--- src/idle_gap_session_code_histogram_unit_macros.svh ---
// Assertion macros for the idle-gap session histogram unit.
// Bodies expand to nothing when SYNTHESIS is defined; no other dependencies.
`ifndef IDLE_GAP_SESSION_CODE_HISTOGRAM_UNIT_MACROS_SVH
`define IDLE_GAP_SESSION_CODE_HISTOGRAM_UNIT_MACROS_SVH
`ifndef SYNTHESIS
`define IGSCH_ASSERT(lbl, clk, rstn, prop, msg) \
	lbl: assert property (@(posedge clk) disable iff (!rstn) prop) else $error(msg);
`define IGSCH_ASSERT_NXT(lbl, clk, rstn, ante, cons, msg) \
	lbl: assert property (@(posedge clk) disable iff (!rstn) (ante) |=> (cons)) else $error(msg);
`else
`define IGSCH_ASSERT(lbl, clk, rstn, prop, msg)
`define IGSCH_ASSERT_NXT(lbl, clk, rstn, ante, cons, msg)
`endif
`endif

--- src/igsch_pkg.sv ---
// Shared types and constants for the idle-gap session histogram unit.
// No dependencies; imported by the controller, datapath and top level.
package igsch_pkg;

	localparam int CODE_W   = 10;
	localparam int TIME_W   = 32;
	localparam int CNT_W    = 32;
	localparam int GAP_W    = 16;
	localparam int S_DATA_W = 48;
	localparam int M_DATA_W = 112;

	localparam logic [GAP_W-1:0] GAP_RESET = 16'd5;
	localparam logic [CNT_W-1:0] CNT_SAT   = 32'hFFFF_FFFF;
	localparam logic             OPC_FLUSH = 1'b1;

	typedef enum logic [1:0] {
		ST_CLEAR,
		ST_IDLE,
		ST_EXEC,
		ST_NEW
	} state_t;

	typedef struct packed {
		logic cap;
		logic upd;
		logic emit;
		logic clr_step;
		logic new_press;
	} cmd_t;

	typedef struct packed {
		logic op_flush;
		logic sess_open;
		logic gap_hit;
		logic out_free;
		logic sweep_last;
	} sts_t;

endpackage

--- src/igsch_ctrl.sv ---
// Sequencer for the idle-gap session histogram unit.
// Depends on igsch_pkg; drives igsch_dp through cmd_t and reads sts_t.
`include "idle_gap_session_code_histogram_unit_macros.svh"

module igsch_ctrl (
	input  logic           clk,
	input  logic           arst_n,
	input  logic           s_tvalid,
	output logic           s_tready,
	input  igsch_pkg::sts_t st,
	output igsch_pkg::cmd_t cmd
);
	import igsch_pkg::*;

	state_t state_q, state_d;
	logic   pend_q;
	logic   close;

	assign close = st.sess_open && (st.op_flush || st.gap_hit);

	always_ff @(posedge clk or negedge arst_n) begin
		if (!arst_n) begin
			state_q <= ST_CLEAR;
			pend_q  <= 1'b0;
		end else begin
			state_q <= state_d;
			// remember whether a press waits to open the next session
			if (cmd.emit) begin
				pend_q <= !st.op_flush;
			end else if (state_q == ST_NEW) begin
				pend_q <= 1'b0;
			end
		end
	end

	always_comb begin
		state_d = state_q;
		unique case (state_q)
			ST_CLEAR: begin
				if (st.sweep_last) begin
					state_d = pend_q ? ST_NEW : ST_IDLE;
				end
			end
			ST_IDLE: begin
				if (s_tvalid) begin
					state_d = ST_EXEC;
				end
			end
			ST_EXEC: begin
				if (!close) begin
					state_d = ST_IDLE;
				end else if (st.out_free) begin
					state_d = ST_CLEAR;
				end
			end
			ST_NEW: begin
				state_d = ST_IDLE;
			end
			default: begin
				state_d = ST_CLEAR;
			end
		endcase
	end

	always_comb begin
		s_tready = 1'b0;
		cmd      = '0;
		unique case (state_q)
			ST_CLEAR: begin
				cmd.clr_step = 1'b1;
			end
			ST_IDLE: begin
				s_tready = 1'b1;
				cmd.cap  = s_tvalid;
			end
			ST_EXEC: begin
				// hold the closing item until the output register is free
				if (close) begin
					cmd.emit = st.out_free;
				end else begin
					cmd.upd = !st.op_flush;
				end
			end
			ST_NEW: begin
				cmd.new_press = 1'b1;
			end
			default: begin
				cmd = '0;
			end
		endcase
	end

	`IGSCH_ASSERT(a_emit_free, clk, arst_n, cmd.emit |-> st.out_free, "report over full output")
	`IGSCH_ASSERT_NXT(a_cap_exec, clk, arst_n, cmd.cap, state_q == ST_EXEC, "item not executed")
	`IGSCH_ASSERT(a_idle_nopend, clk, arst_n, (state_q == ST_IDLE) |-> !pend_q, "press left pending")

endmodule

--- config.mk ---
export PLATFORM = sky130hd
export DESIGN_NAME = igsch_ctrl
export DESIGN_NICKNAME = d
export VERILOG_FILES = /design/src/igsch_pkg.sv /design/src/igsch_ctrl.sv
export VERILOG_INCLUDE_DIRS = /design/src /design/src/src
export SDC_FILE = /design/constraint.sdc
export NUM_CORES = 1
export LEC_CHECK = 0
export ABC_AREA = 1
export ABC_CLOCK_PERIOD_IN_PS = 1300
export BUFFER_PORTS_ARGS = -buffer_cell sky130_fd_sc_hd__buf_4
export CORE_AREA = 2 2 39 41
export CTS_CLUSTER_DIAMETER = 80
export DETAILED_ROUTE_END_ITERATION = 12
export DIE_AREA = 0 0 41 43
export GPL_TIMING_DRIVEN = 0
export PLACE_DENSITY = 0.45
export SLEW_MARGIN = 20
export SYNTH_ARGS = -nofsm -noshare
export SYNTH_HDL_FRONTEND = slang
export SYNTH_SLANG_ARGS = --single-unit
export TNS_END_PERCENT = 10
--- constraint.sdc ---
create_clock -name clk -period 1.3 [get_ports clk]
set_input_delay 0.26 -clock clk [delete_from_list [all_inputs] [get_ports clk]]
set_output_delay 0.26 -clock clk [all_outputs]
set_load 0.005 [all_outputs]
**Word-level counts from Yosys, hierarchy flattened**

Index checks and enable logic that the tools add are counted.

- Logic and storage cells: 29
- Output and inout port bits: 6
- Register bits: 3
- Input port bits: 8

- Equal/unequal tests: 6
- Reductions and logical operators: 6
- Mux-type cells: 15

Operators with widths:

| cell | number |
|---|---|
| $mux 2 | 6 |
| $mux 1 | 8 |
| $pmux 2 s4 | 1 |
| $eq 2x2->1 const B | 2 |
| $ne 2x2->1 const B | 2 |
| $ne 3x3->1 const B | 1 |
| $reduce_and 3->1 | 1 |
| $eq 2x1->1 const B | 1 |
| $logic_not 2->1 | 1 |
| $reduce_bool 2->1 | 1 |
| $logic_and 1x1->1 | 1 |
| $logic_not 1->1 | 1 |
| $logic_or 1x1->1 | 1 |

**Depth between registers and ports, before layout**

Gate-level depths: netlist of the first run.

- Depth in word-level cells: 5
- Mapped depth: 7

**Least setup slack after synthesis of the first run**

Ideal clock, no wire load.

- Kind: register to output
- Start point: reg state_q[0]
- End point: out cmd[3] in the netlist's numbering
- Setup slack: 0.262 ns
- Stages on the path, launching flop included: 6
- Data arrival time: 0.778 ns
- Path buffers: 0
- Path through: dfrtp_1 -> inv_2 -> nand2_4 -> inv_1 -> nand2_1 -> nor2_1

RTL lines:

| item | RTL line | text |
|---|---|---|
| start, declared | igsch_ctrl.sv:15 | `state_t state_q, state_d;` |
| start signal, assigned | igsch_ctrl.sv:26 | `state_q <= state_d;` |
| end, declared | igsch_ctrl.sv:11 | `output igsch_pkg::cmd_t cmd` |

==> summary.txt, run 1 <==
Status
  • Run status: finished with violations
  • Failing checks: negative setup slack

Placed design
  • Port bufs: 13
  • DP Area: 377 um2
  • Gp weighted congestion: 0.713
  • Inst Count DP: 68
  • Hpwl dp: 484 um

Finish
  • Final nets: 71
  • Fin area: 453 um2
  • Non-Filler Instances: 78
  • Syn-to-layout area delta: 74.9%
  • Diode count: 0
  • Layout cells sized above 1: 48.4%
  • Final core occ: 32.7%

GRT
  • Largest net degree at the start of global routing: 8
  • Total Routing Usage GR: 10.2%
  • Number of global-route vias before repair: 287
  • GR Layer Usage met3: 7.85%
  • Initial antenna violation count: 0
  • First-pass GRT wire length: 1150 um
  • Global route overflow: 0
  • Met2 usage: 15.9%
  • Met1 usage: 10.4%
  • Most Crowded Layer GR: met2

Synth
  • Post-synthesis sequential area ratio: 29.0%
  • YS warnings: 0
  • Post-Syn Nets: 47
  • Distinct cells, synth: 15
  • Post-Synthesis Cells: 39
  • Syn avg cell area: 6.64 um2
  • Syn Std Cell Area: 259 um2
  • Synth Register Bits: 3

Routing
  • Vias: 301
  • Final wirelength: 653 um
  • 1st-pass router iterations: 3
  • DRC violations left: 0
  • Wirelength per Cell: 8.37 um
  • DRT iter0 DRCs: 1
  • Final ANT Viol Nets: 0
  • Via density: 3.86

Die
  • Chip height: 43 um
  • Initial Util: 18.7%
  • Core ar.: 1380 um2
  • Row count: 14
  • Die X-Extent: 41 um
  • Total die area: 1760 um2
  • I/O pins: 14

Timing
  • Max Slew Vio Count: 0
  • Final Hold Viols: 0
  • Worst Skew: 0.00336 ns
  • WHS: 0.282 ns
  • Slew headroom: 82.3%
  • Unrepaired setup endpoints after global routing: yes
  • Endpoints failing setup: 3
  • Setup WS post-layout: -0.0512 ns
  • Slew of the pin with the lowest slew margin: 0.266 ns
  • Fmax: 740 MHz
  • Fin crit share: 104%
  • Min Tclk post-route: 1.35 ns
  • Total negative slack: -0.102 ns

Hold path
  • Hold wc startpoint: st[1]
  • HP Class: in2reg
  • Hold path cells: 4

Clock network
  • Root Buffer: clkbuf_4
  • Latest clock arrival within the worst-skew pair: 0.23 ns
  • Num CTS Buffers: 3
  • CTS tree: done
  • Clk buf depth: 2
  • Sink Count: 3
  • Clock slew at reported path FFs: 0.04 ns
  • H-tree lvl count: 1

Pwr
  • Peak supply drop: 0.000445 V
  • Pwr dens: 1960 nW/um2
  • Leak Pwr: 0.266 nW

Setup path
  • Critical Path AT: 1.09 ns
  • Critical path depth: 4
  • Type of the worst setup path: reg2out
  • Crit-path max cell delay: 0.38 ns
  • Critical path, cell by cell: inv_2 -> nand2_4 -> nor3_4 -> buf_4
  • Critical Path Fanout Max: 3
  • Data required, critical path: 1.04 ns
  • Reg2Reg Depth: 8
  • Worst r2r src: state_q[0]
  • Slowest stage cell, crit path: dfrtp_1
  • Startpoint types: flip-flop
  • Crit path max-delay family: flip-flops
  • CP Launch Point: state_q[0]
  • CP Capture Type: primary output
  • CP bufs+invs: 2

Job
  • Max cap viols: 0
-- per-layer routing --
metal	part of all wire, %	wire, um	vias to the layer above
met5	0	0	-
met4	0	0	0
met3	5.1	33	0
met2	48	314	7
met1	47	305	129
li1	-	-	165
-- cell families after synthesis --
group / after synthesis / synth area share (%)
flip-flops: 3 / 29.0
buffers and inverters: 9 / 15.9
AO/OA/AOI/OAI: 3 / 9.18
AND/OR/NAND/NOR: 24 / 45.9
-- sequential cells by signal (all words and copies together), names as in the netlist --
name and count:
pend_q 1, state_q 2
-- stage by stage --
stage | power, W | setup WS (ns)
final | 0.000888 | -0.0512
after global placement | 0.000612 | 0.0924
after global routing | 0.000983 | -0.120
after detailed placement | 0.000616 | 0.0960
after CTS | 0.000895 | -0.0469
after floorplan | 0.000457 | 0.262
-- path summary, 6_finish.rpt --
check                             endpoint  slack (ns)
min in group asynchronous       state_q[0]        0.37
worst min register to register      pend_q        0.60
max in group asynchronous       state_q[1]        0.83
worst max-delay path                cmd[2]       -0.05
worst max register to register  state_q[0]        0.12
worst min-delay path                pend_q        0.28
-- final cells by class --
class | instances | area [um2]
plain buffers | 1 | 11.3
clock buffers | 4 | 26.3
fillers | 152 | 931
inverters | 8 | 30.0
multi-input cells | 27 | 145
flip-flops and latches | 3 | 75.1
well taps | 16 | 20.0
repair buffers | 19 | 145
-- what timing repair did --
item / in CTS / in global routing
buffers inserted: 5 / 0
pin swaps: 1 / 0
endpoints found under the hold margin: 3 / 0
gates resized for setup: 2 / 1
endpoints found under the setup margin: 3 / 6
hold buffers: 1 / 0
gates cloned: 0 / 0
-- cell usage after synthesis --
library cell   n  area share (%)
a21oi_1        1             1.9
buf_6          1             4.3
dfrtp_1        3              29
inv_1          7              10
inv_2          1             1.4
nand2_1       11              16
nand2_4        1             4.3
nand3_1        1             1.9
nand3b_1       1             2.9
nor2_1         7              10
nor2_2         1             2.4
nor3_1         1             1.9
nor3_4         1             6.3
o21ai_2        1             3.4
o21ba_1        1             3.9
-- cells in the final DEF (no fill, tap or decap), types with 3 or more instances in the layout --
master,count
buf_4,18
clkbuf_4,3
inv_1,5
inv_2,3
nor2_1,7
nand2_1,10
dfrtp_1,3
-- worst min-delay path, cell delays in order --
cell and delay (ns):
buf_4 0.08, nand2_1 0.04, nand2_1 0.04, nand2_1 0.04
-- report_power, final --
part / internal [W] / leakage (nW) / switching [W] / total (W)
combinational: 0.000299 / 0.213 / 0.000265 / 0.000564
sequential: 0.000137 / 0.0384 / 0.0000188 / 0.000155
clock: 0.000115 / 0.0150 / 0.0000530 / 0.000168
Power figures use the tool's default switching activity.
==> run 2, diff against run 1 <==
--- a/config.mk
+++ b/config.mk
@@ -7,14 +7,16 @@
 export NUM_CORES = 1
 export LEC_CHECK = 0
 export ABC_AREA = 1
-export ABC_CLOCK_PERIOD_IN_PS = 1300
+export ABC_CLOCK_PERIOD_IN_PS = 1400
 export BUFFER_PORTS_ARGS = -buffer_cell sky130_fd_sc_hd__buf_4
 export CORE_AREA = 2 2 39 41
 export CTS_CLUSTER_DIAMETER = 80
 export DETAILED_ROUTE_END_ITERATION = 12
 export DIE_AREA = 0 0 41 43
+export GPL_ROUTABILITY_DRIVEN = 0
 export GPL_TIMING_DRIVEN = 0
 export PLACE_DENSITY = 0.45
+export REMOVE_ABC_BUFFERS = 1
 export SLEW_MARGIN = 20
 export SYNTH_ARGS = -nofsm -noshare
 export SYNTH_HDL_FRONTEND = slang
==> constraint.sdc (replaced) <==
create_clock -name clk -period 1.4 [get_ports clk]
set_input_delay 0.28 -clock clk [delete_from_list [all_inputs] [get_ports clk]]
set_output_delay 0.28 -clock clk [all_outputs]
set_load 0.005 [all_outputs]
==> summary.txt, run 2 (synthesized netlist as in run 1, its figures left out) <==
Clock network
  • Latest clock arrival within the worst-skew pair: 0.23 ns (about the same)
  • H-tree lvl count: 1 (unchanged)
  • Num CTS Buffers: 3 (unchanged)
  • Clock slew at reported path FFs: 0.04 ns (about the same)
  • Sink Count: 3 (unchanged)
  • Root Buffer: clkbuf_4 (unchanged)
  • Clk buf depth: 2 (unchanged)
  • CTS tree: done (unchanged)

Pwr
  • Logic pwr share: 58.4% (was 63.5%)
  • Leak Pwr: 0.256 nW (was 0.266 nW)
  • Psw: 0.000298 W (was 0.000337 W)
  • Peak supply drop: 0.000826 V (was 0.000445 V)
  • Flop pwr share: 22.6% (was 17.5%)
  • Switch share: 38.3% (was 38.0%)
  • Clock power frac: 19.0% (about the same)
  • Pwr dens: 1780 nW/um2 (was 1960 nW/um2)
  • Power Internal: 0.000479 W (was 0.000551 W)

Routing
  • Wirelength per Cell: 8.21 um (was 8.37 um)
  • Final ANT Viol Nets: 0 (unchanged)
  • DRT iter0 DRCs: 2 (was 1)
  • Via density: 3.99 (was 3.86)
  • 1st-pass router iterations: 2 (was 3)
  • Vias: 303 (was 301)
  • DRC violations left: 0 (unchanged)
  • Final wirelength: 624 um (was 653 um)

GRT
  • First-pass GRT wire length: 993 um (was 1150 um)
  • GR Layer Usage met3: 0% (was 7.85%)
  • Most Crowded Layer GR: met2 (unchanged)
  • Global route overflow: 0 (unchanged)
  • Number of global-route vias before repair: 266 (was 287)
  • Largest net degree at the start of global routing: 9 (was 8)
  • Met1 usage: 10.4% (about the same)
  • Total Routing Usage GR: 8.17% (was 10.2%)
  • Initial antenna violation count: 0 (unchanged)
  • Met2 usage: 12.5% (was 15.9%)

Job
  • Max cap viols: 0 (unchanged)

Die
  • Row count: 14 (unchanged)
  • Chip height: 43 um (unchanged)
  • Die X-Extent: 41 um (unchanged)
  • I/O pins: 14 (unchanged)
  • Core ar.: 1380 um2 (unchanged)
  • Total die area: 1760 um2 (unchanged)
  • Initial Util: 18.7% (unchanged)

Finish
  • Max reg flops: 2 (unchanged)
  • Fin area: 435 um2 (was 453 um2)
  • Diode count: 0 (unchanged)
  • Layout cells sized above 1: 46.7% (was 48.4%)
  • Reg with most FFs: state_q (unchanged)
  • Most common cell after layout, fill and taps aside: buf_4 (unchanged)
  • Syn-to-layout area delta: 68.1% (was 74.9%)
  • Most frequent cells in the layout: buf_4 (17), nand2_1 (10), nor2_1 (7) (was buf_4 (18), nand2_1 (10), nor2_1 (7))
  • Top flop regs: state_q: 2 flops, pend_q: 1 flops (unchanged)
  • Final nets: 69 (was 71)

Timing
  • Max Slew Vio Count: 0 (unchanged)
  • Endpoints failing setup: 0 (was 3)
  • Final Hold Viols: 0 (unchanged)
  • Slew of the pin with the lowest slew margin: 0.274 ns (was 0.266 ns)
  • Worst Skew: 0.00204 ns (was 0.00336 ns)
  • Fin crit share: 97.4%
  • Unrepaired setup endpoints after global routing: yes (unchanged)
  • Min Tclk post-route: 1.36 ns
  • Slew headroom: 81.7% (was 82.3%)
  • Setup WS post-layout: 0.0369 ns (was -0.0512 ns)
  • Fmax: 734 MHz

Setup path
  • Type of the worst setup path: reg2out (unchanged)
  • Critical Path Fanout Max: 3 (unchanged)
  • CP Capture Type: primary output (unchanged)
  • Data required, critical path: 1.12 ns (was 1.04 ns)
  • Critical Path AT: 1.08 ns (was 1.09 ns)
  • Startpoint types: flip-flop (unchanged)

Placed design
  • DP Area: 365 um2 (was 377 um2)
  • Port bufs: 13 (unchanged)
  • Pre-CTS setup slack: 0.130 ns (was 0.0960 ns)
  • Hpwl dp: 446 um (was 484 um)

Hold path
  • HP Class: in2reg (unchanged)

Status
  • Run status: complete, no violations (was finished with violations)
[run 2: timing repair]
item | in CTS | in global routing
setup endpoints to repair | 2 | 3
pin swaps | 1 | 1
hold buffers | 1 | 0
resized for setup | 3 | 0
hold endpoints to repair | 3 | 0
buffers inserted | 3 | 1
cloned | 0 | 0
[run 2: final timing paths]
check / depth (start not counted) / end / slack [ns] / start
min in group asynchronous: 2 / pend_q / 0.38 / arst_n
setup / recovery: 6 / cmd[3] / 0.04 / state_q[0]
setup reg to reg: 7 / state_q[0] / 0.31 / state_q[0]
hold / removal: 4 / pend_q / 0.32 / st[1]
hold reg to reg: 4 / pend_q / 0.60 / pend_q
max in group asynchronous: 2 / state_q[1] / 0.92 / arst_n
[run 2: power by group through the flow]
stage / combinational (W) / clock (W) / sequential, W
finish: 0.000454 / 0.000148 / 0.000175
global route: 0.000508 / 0.000163 / 0.000183
CTS: 0.000431 / 0.000157 / 0.000174
detailed placement: 0.000361 / 0 / 0.000180
global placement: 0.000361 / 0 / 0.000180
floorplan: 0.000227 / 0 / 0.000171
[run 2: critical path, cell delays in order (launching register included)]
cell and delay, ns:
dfrtp_1 0.39, inv_2 0.09, nand2_4 0.07, inv_2 0.05, nand2_2 0.05, nor2_1 0.09, buf_4 0.11
[run 2: cell type report]
| cell class | count | area, um2 |
|---|---|---|
| Sequential cell | 3 | 76.3 |
| Clock buffer | 4 | 26.3 |
| Fill cell | 164 | 948 |
| Timing Repair Buffer | 18 | 138 |
| Multi-Input combinational cell | 27 | 145 |
| Inverter | 8 | 30.0 |
| Tap cell | 16 | 20.0 |
[run 2: per-stage QoR]
step,power (W),instances,utilization (%),hold slack (ns),TNS (ns)
2_1_floorplan,0.000398,38,-,-0.0156,0
4_1_cts,0.000762,75,30.9,0.313,-0.000482
5_1_grt,0.000853,76,31.5,0.334,-0.0531
3_3_place_gp,0.000542,67,26.4,0.0710,0
3_5_place_dp,0.000541,67,26.4,0.0700,0
6_report,0.000777,76,31.5,0.319,0
[run 2: layer usage]
| layer | vias to the layer above | wire [um] |
|---|---|---|
| met5 | - | 0 |
| met3 | 0 | 41 |
| li1 | 157 | - |
| met4 | 0 | 0 |
| met1 | 137 | 265 |
| met2 | 9 | 317 |
==> run 3, diff against run 2 <==
--- a/config.mk
+++ b/config.mk
@@ -7,7 +7,7 @@
 export NUM_CORES = 1
 export LEC_CHECK = 0
 export ABC_AREA = 1
-export ABC_CLOCK_PERIOD_IN_PS = 1400
+export ABC_CLOCK_PERIOD_IN_PS = 1100
 export BUFFER_PORTS_ARGS = -buffer_cell sky130_fd_sc_hd__buf_4
 export CORE_AREA = 2 2 39 41
 export CTS_CLUSTER_DIAMETER = 80
@@ -15,8 +15,7 @@
 export DIE_AREA = 0 0 41 43
 export GPL_ROUTABILITY_DRIVEN = 0
 export GPL_TIMING_DRIVEN = 0
-export PLACE_DENSITY = 0.45
-export REMOVE_ABC_BUFFERS = 1
+export PLACE_DENSITY = 0.47
 export SLEW_MARGIN = 20
 export SYNTH_ARGS = -nofsm -noshare
 export SYNTH_HDL_FRONTEND = slang
==> constraint.sdc (replaced) <==
create_clock -name clk -period 1.1 [get_ports clk]
set_input_delay 0.22 -clock clk [delete_from_list [all_inputs] [get_ports clk]]
set_output_delay 0.22 -clock clk [all_outputs]
set_load 0.005 [all_outputs]
==> summary.txt, run 3 (synthesized netlist as in run 1, its figures left out) <==
Finish
  • Final nets: 72 (was 69)
  • Layout cells sized above 1: 54.0% (was 46.7%)
  • Syn-to-layout area delta: 83.6% (was 68.1%)
  • Reg with most FFs: state_q (unchanged)
  • Fin area: 475 um2 (was 435 um2)
  • Most common cell after layout, fill and taps aside: buf_4 (unchanged)
  • Most frequent cells in the layout: buf_4 (19), nand2_1 (10), inv_1 (5), nor2_1 (5) (was buf_4 (17), nand2_1 (10), nor2_1 (7))
  • Top flop regs: state_q: 2 flops, pend_q: 1 flops (unchanged)
  • Max reg flops: 2 (unchanged)
  • # fillers: 156 (was 164)
  • Seq. cell area: 75.1 um2 (was 76.3 um2)
  • Diode count: 0 (unchanged)
  • Area occupied by multi-input gates: 160 um2 (was 145 um2)
  • Final core occ: 34.4% (was 31.5%)

Routing
  • Vias: 295 (was 303)
  • 1st-pass router iterations: 4 (was 2)
  • Wirelength per Cell: 7.66 um (was 8.21 um)
  • Via density: 3.73 (was 3.99)
  • Final wirelength: 605 um (was 624 um)
  • DRC violations left: 0 (unchanged)
  • Final ANT Viol Nets: 0 (unchanged)
  • DRT iter0 DRCs: 3 (was 2)

Die
  • Die X-Extent: 41 um (unchanged)
  • Total die area: 1760 um2 (unchanged)
  • Initial Util: 18.7% (unchanged)
  • Chip height: 43 um (unchanged)
  • Row count: 14 (unchanged)
  • I/O pins: 14 (unchanged)
  • Core ar.: 1380 um2 (unchanged)

Setup path
  • Critical Path AT: 1.07 ns (was 1.08 ns)
  • Type of the worst setup path: reg2out (unchanged)
  • Reg2Reg Depth: 10 (was 7)
  • Critical Path Fanout Max: 8 (was 3)
  • CP Capture Type: primary output (unchanged)
  • Startpoint types: flip-flop (unchanged)
  • Data required, critical path: 0.88 ns (was 1.12 ns)

Timing
  • Min Tclk post-route: 1.29 ns
  • Fin crit share: 117%
  • Fmax: 775 MHz
  • Total negative slack: -0.967 ns (was 0 ns)
  • Setup WS post-layout: -0.190 ns (was 0.0369 ns)
  • WHS: 0.248 ns (was 0.319 ns)
  • Worst Skew: 0.00275 ns (was 0.00204 ns)
  • Final Hold Viols: 0 (unchanged)
  • Slew of the pin with the lowest slew margin: 0.260 ns (was 0.274 ns)
  • Endpoints failing setup: 7 (was 0)
  • Unrepaired setup endpoints after global routing: yes (unchanged)
  • Slew headroom: 82.7% (was 81.7%)
  • Max Slew Vio Count: 0 (unchanged)

Clock network
  • Num CTS Buffers: 3 (unchanged)
  • Sink Count: 3 (unchanged)
  • Latest clock arrival within the worst-skew pair: 0.23 ns (about the same)
  • Clock slew at reported path FFs: 0.04 ns (about the same)
  • Root Buffer: clkbuf_4 (unchanged)
  • H-tree lvl count: 1 (unchanged)
  • CTS tree: done (unchanged)
  • Clk buf depth: 2 (unchanged)

Hold path
  • Hold path cells: 4 (unchanged)
  • HP Class: in2reg (unchanged)

GRT
  • Global route overflow: 0 (unchanged)
  • Initial antenna violation count: 0 (unchanged)
  • Largest net degree at the start of global routing: 9 (unchanged)
  • First-pass GRT wire length: 924 um (was 993 um)
  • Number of global-route vias before repair: 255 (was 266)
  • Total Routing Usage GR: 7.96% (was 8.17%)

Pwr
  • Pwr dens: 2260 nW/um2 (was 1780 nW/um2)
  • Peak supply drop: 0.000489 V (was 0.000826 V)
  • Leak Pwr: 0.272 nW (was 0.256 nW)
  • Power Total: 0.00108 W (was 0.000777 W)

Status
  • Run status: finished with violations (was complete, no violations)
  • Failing checks: negative setup slack

Placed design
  • Port bufs: 13 (unchanged)
  • DP Area: 377 um2 (was 365 um2)
  • Hpwl dp: 453 um (was 446 um)

Job
  • Max cap viols: 0 (unchanged)
==> run 3: final timing paths <==
check / from / end / slack, ns
setup / recovery: state_q[1] / cmd[3] / -0.19
setup reg to reg: state_q[1] / state_q[0] / -0.13
max in group asynchronous: arst_n / state_q[1] / 0.68
hold / removal: st[1] / pend_q / 0.25
min in group asynchronous: arst_n / state_q[0] / 0.32
hold reg to reg: pend_q / pend_q / 0.59
==> run 3: cell type report <==
class / instances / area share (%)
Multi-Input combinational cell: 27 / 33.7
Timing Repair Buffer: 20 / 32.1
Sequential cell: 3 / 15.8
Inverter: 8 / 6.32
Clock buffer: 4 / 5.53
Tap cell: 16 / 4.21
Buffer: 1 / 2.37
==> run 3: metrics by stage <==
step / setup WS (ns) / instances
floorplan: 0.101 / 39
global placement: -0.0566 / 68
detailed placement: -0.0601 / 68
CTS: -0.227 / 79
global route: -0.255 / 79
finish: -0.190 / 79
==> run 3: routing by layer <==
layer,part of all wire (%),global-route usage (%),vias to the layer above
met5,0,0,-
li1,-,-,166
met1,44,9.45,120
met2,50,10.9,9
met4,0,6.00,0
met3,5.8,3.14,0
==> run 3: report_power, final <==
group	internal, W	switching, W	leakage [nW]
Combinational	0.000372	0.000333	0.218
Clock	0.000136	0.0000516	0.0150
Sequential	0.000162	0.0000225	0.0384
Total	0.000669	0.000407	0.272
==> run 3: worst max-delay path, cell delays in order, from the launching register on <==
cell,delay [ns]
dfrtp_1,0.36
buf_6,0.14
nand2_4,0.09
inv_2,0.04
nand2_2,0.06
nor2_2,0.03
buf_4,0.12
==> run 3: what timing repair did <==
action | in CTS | in global routing
hold endpoints to repair | 3 | 0
setup buffers | 6 | 0
setup endpoints to repair | 6 | 8
pin swaps | 2 | 3
resized for setup | 3 | 4
hold buffers | 1 | 0
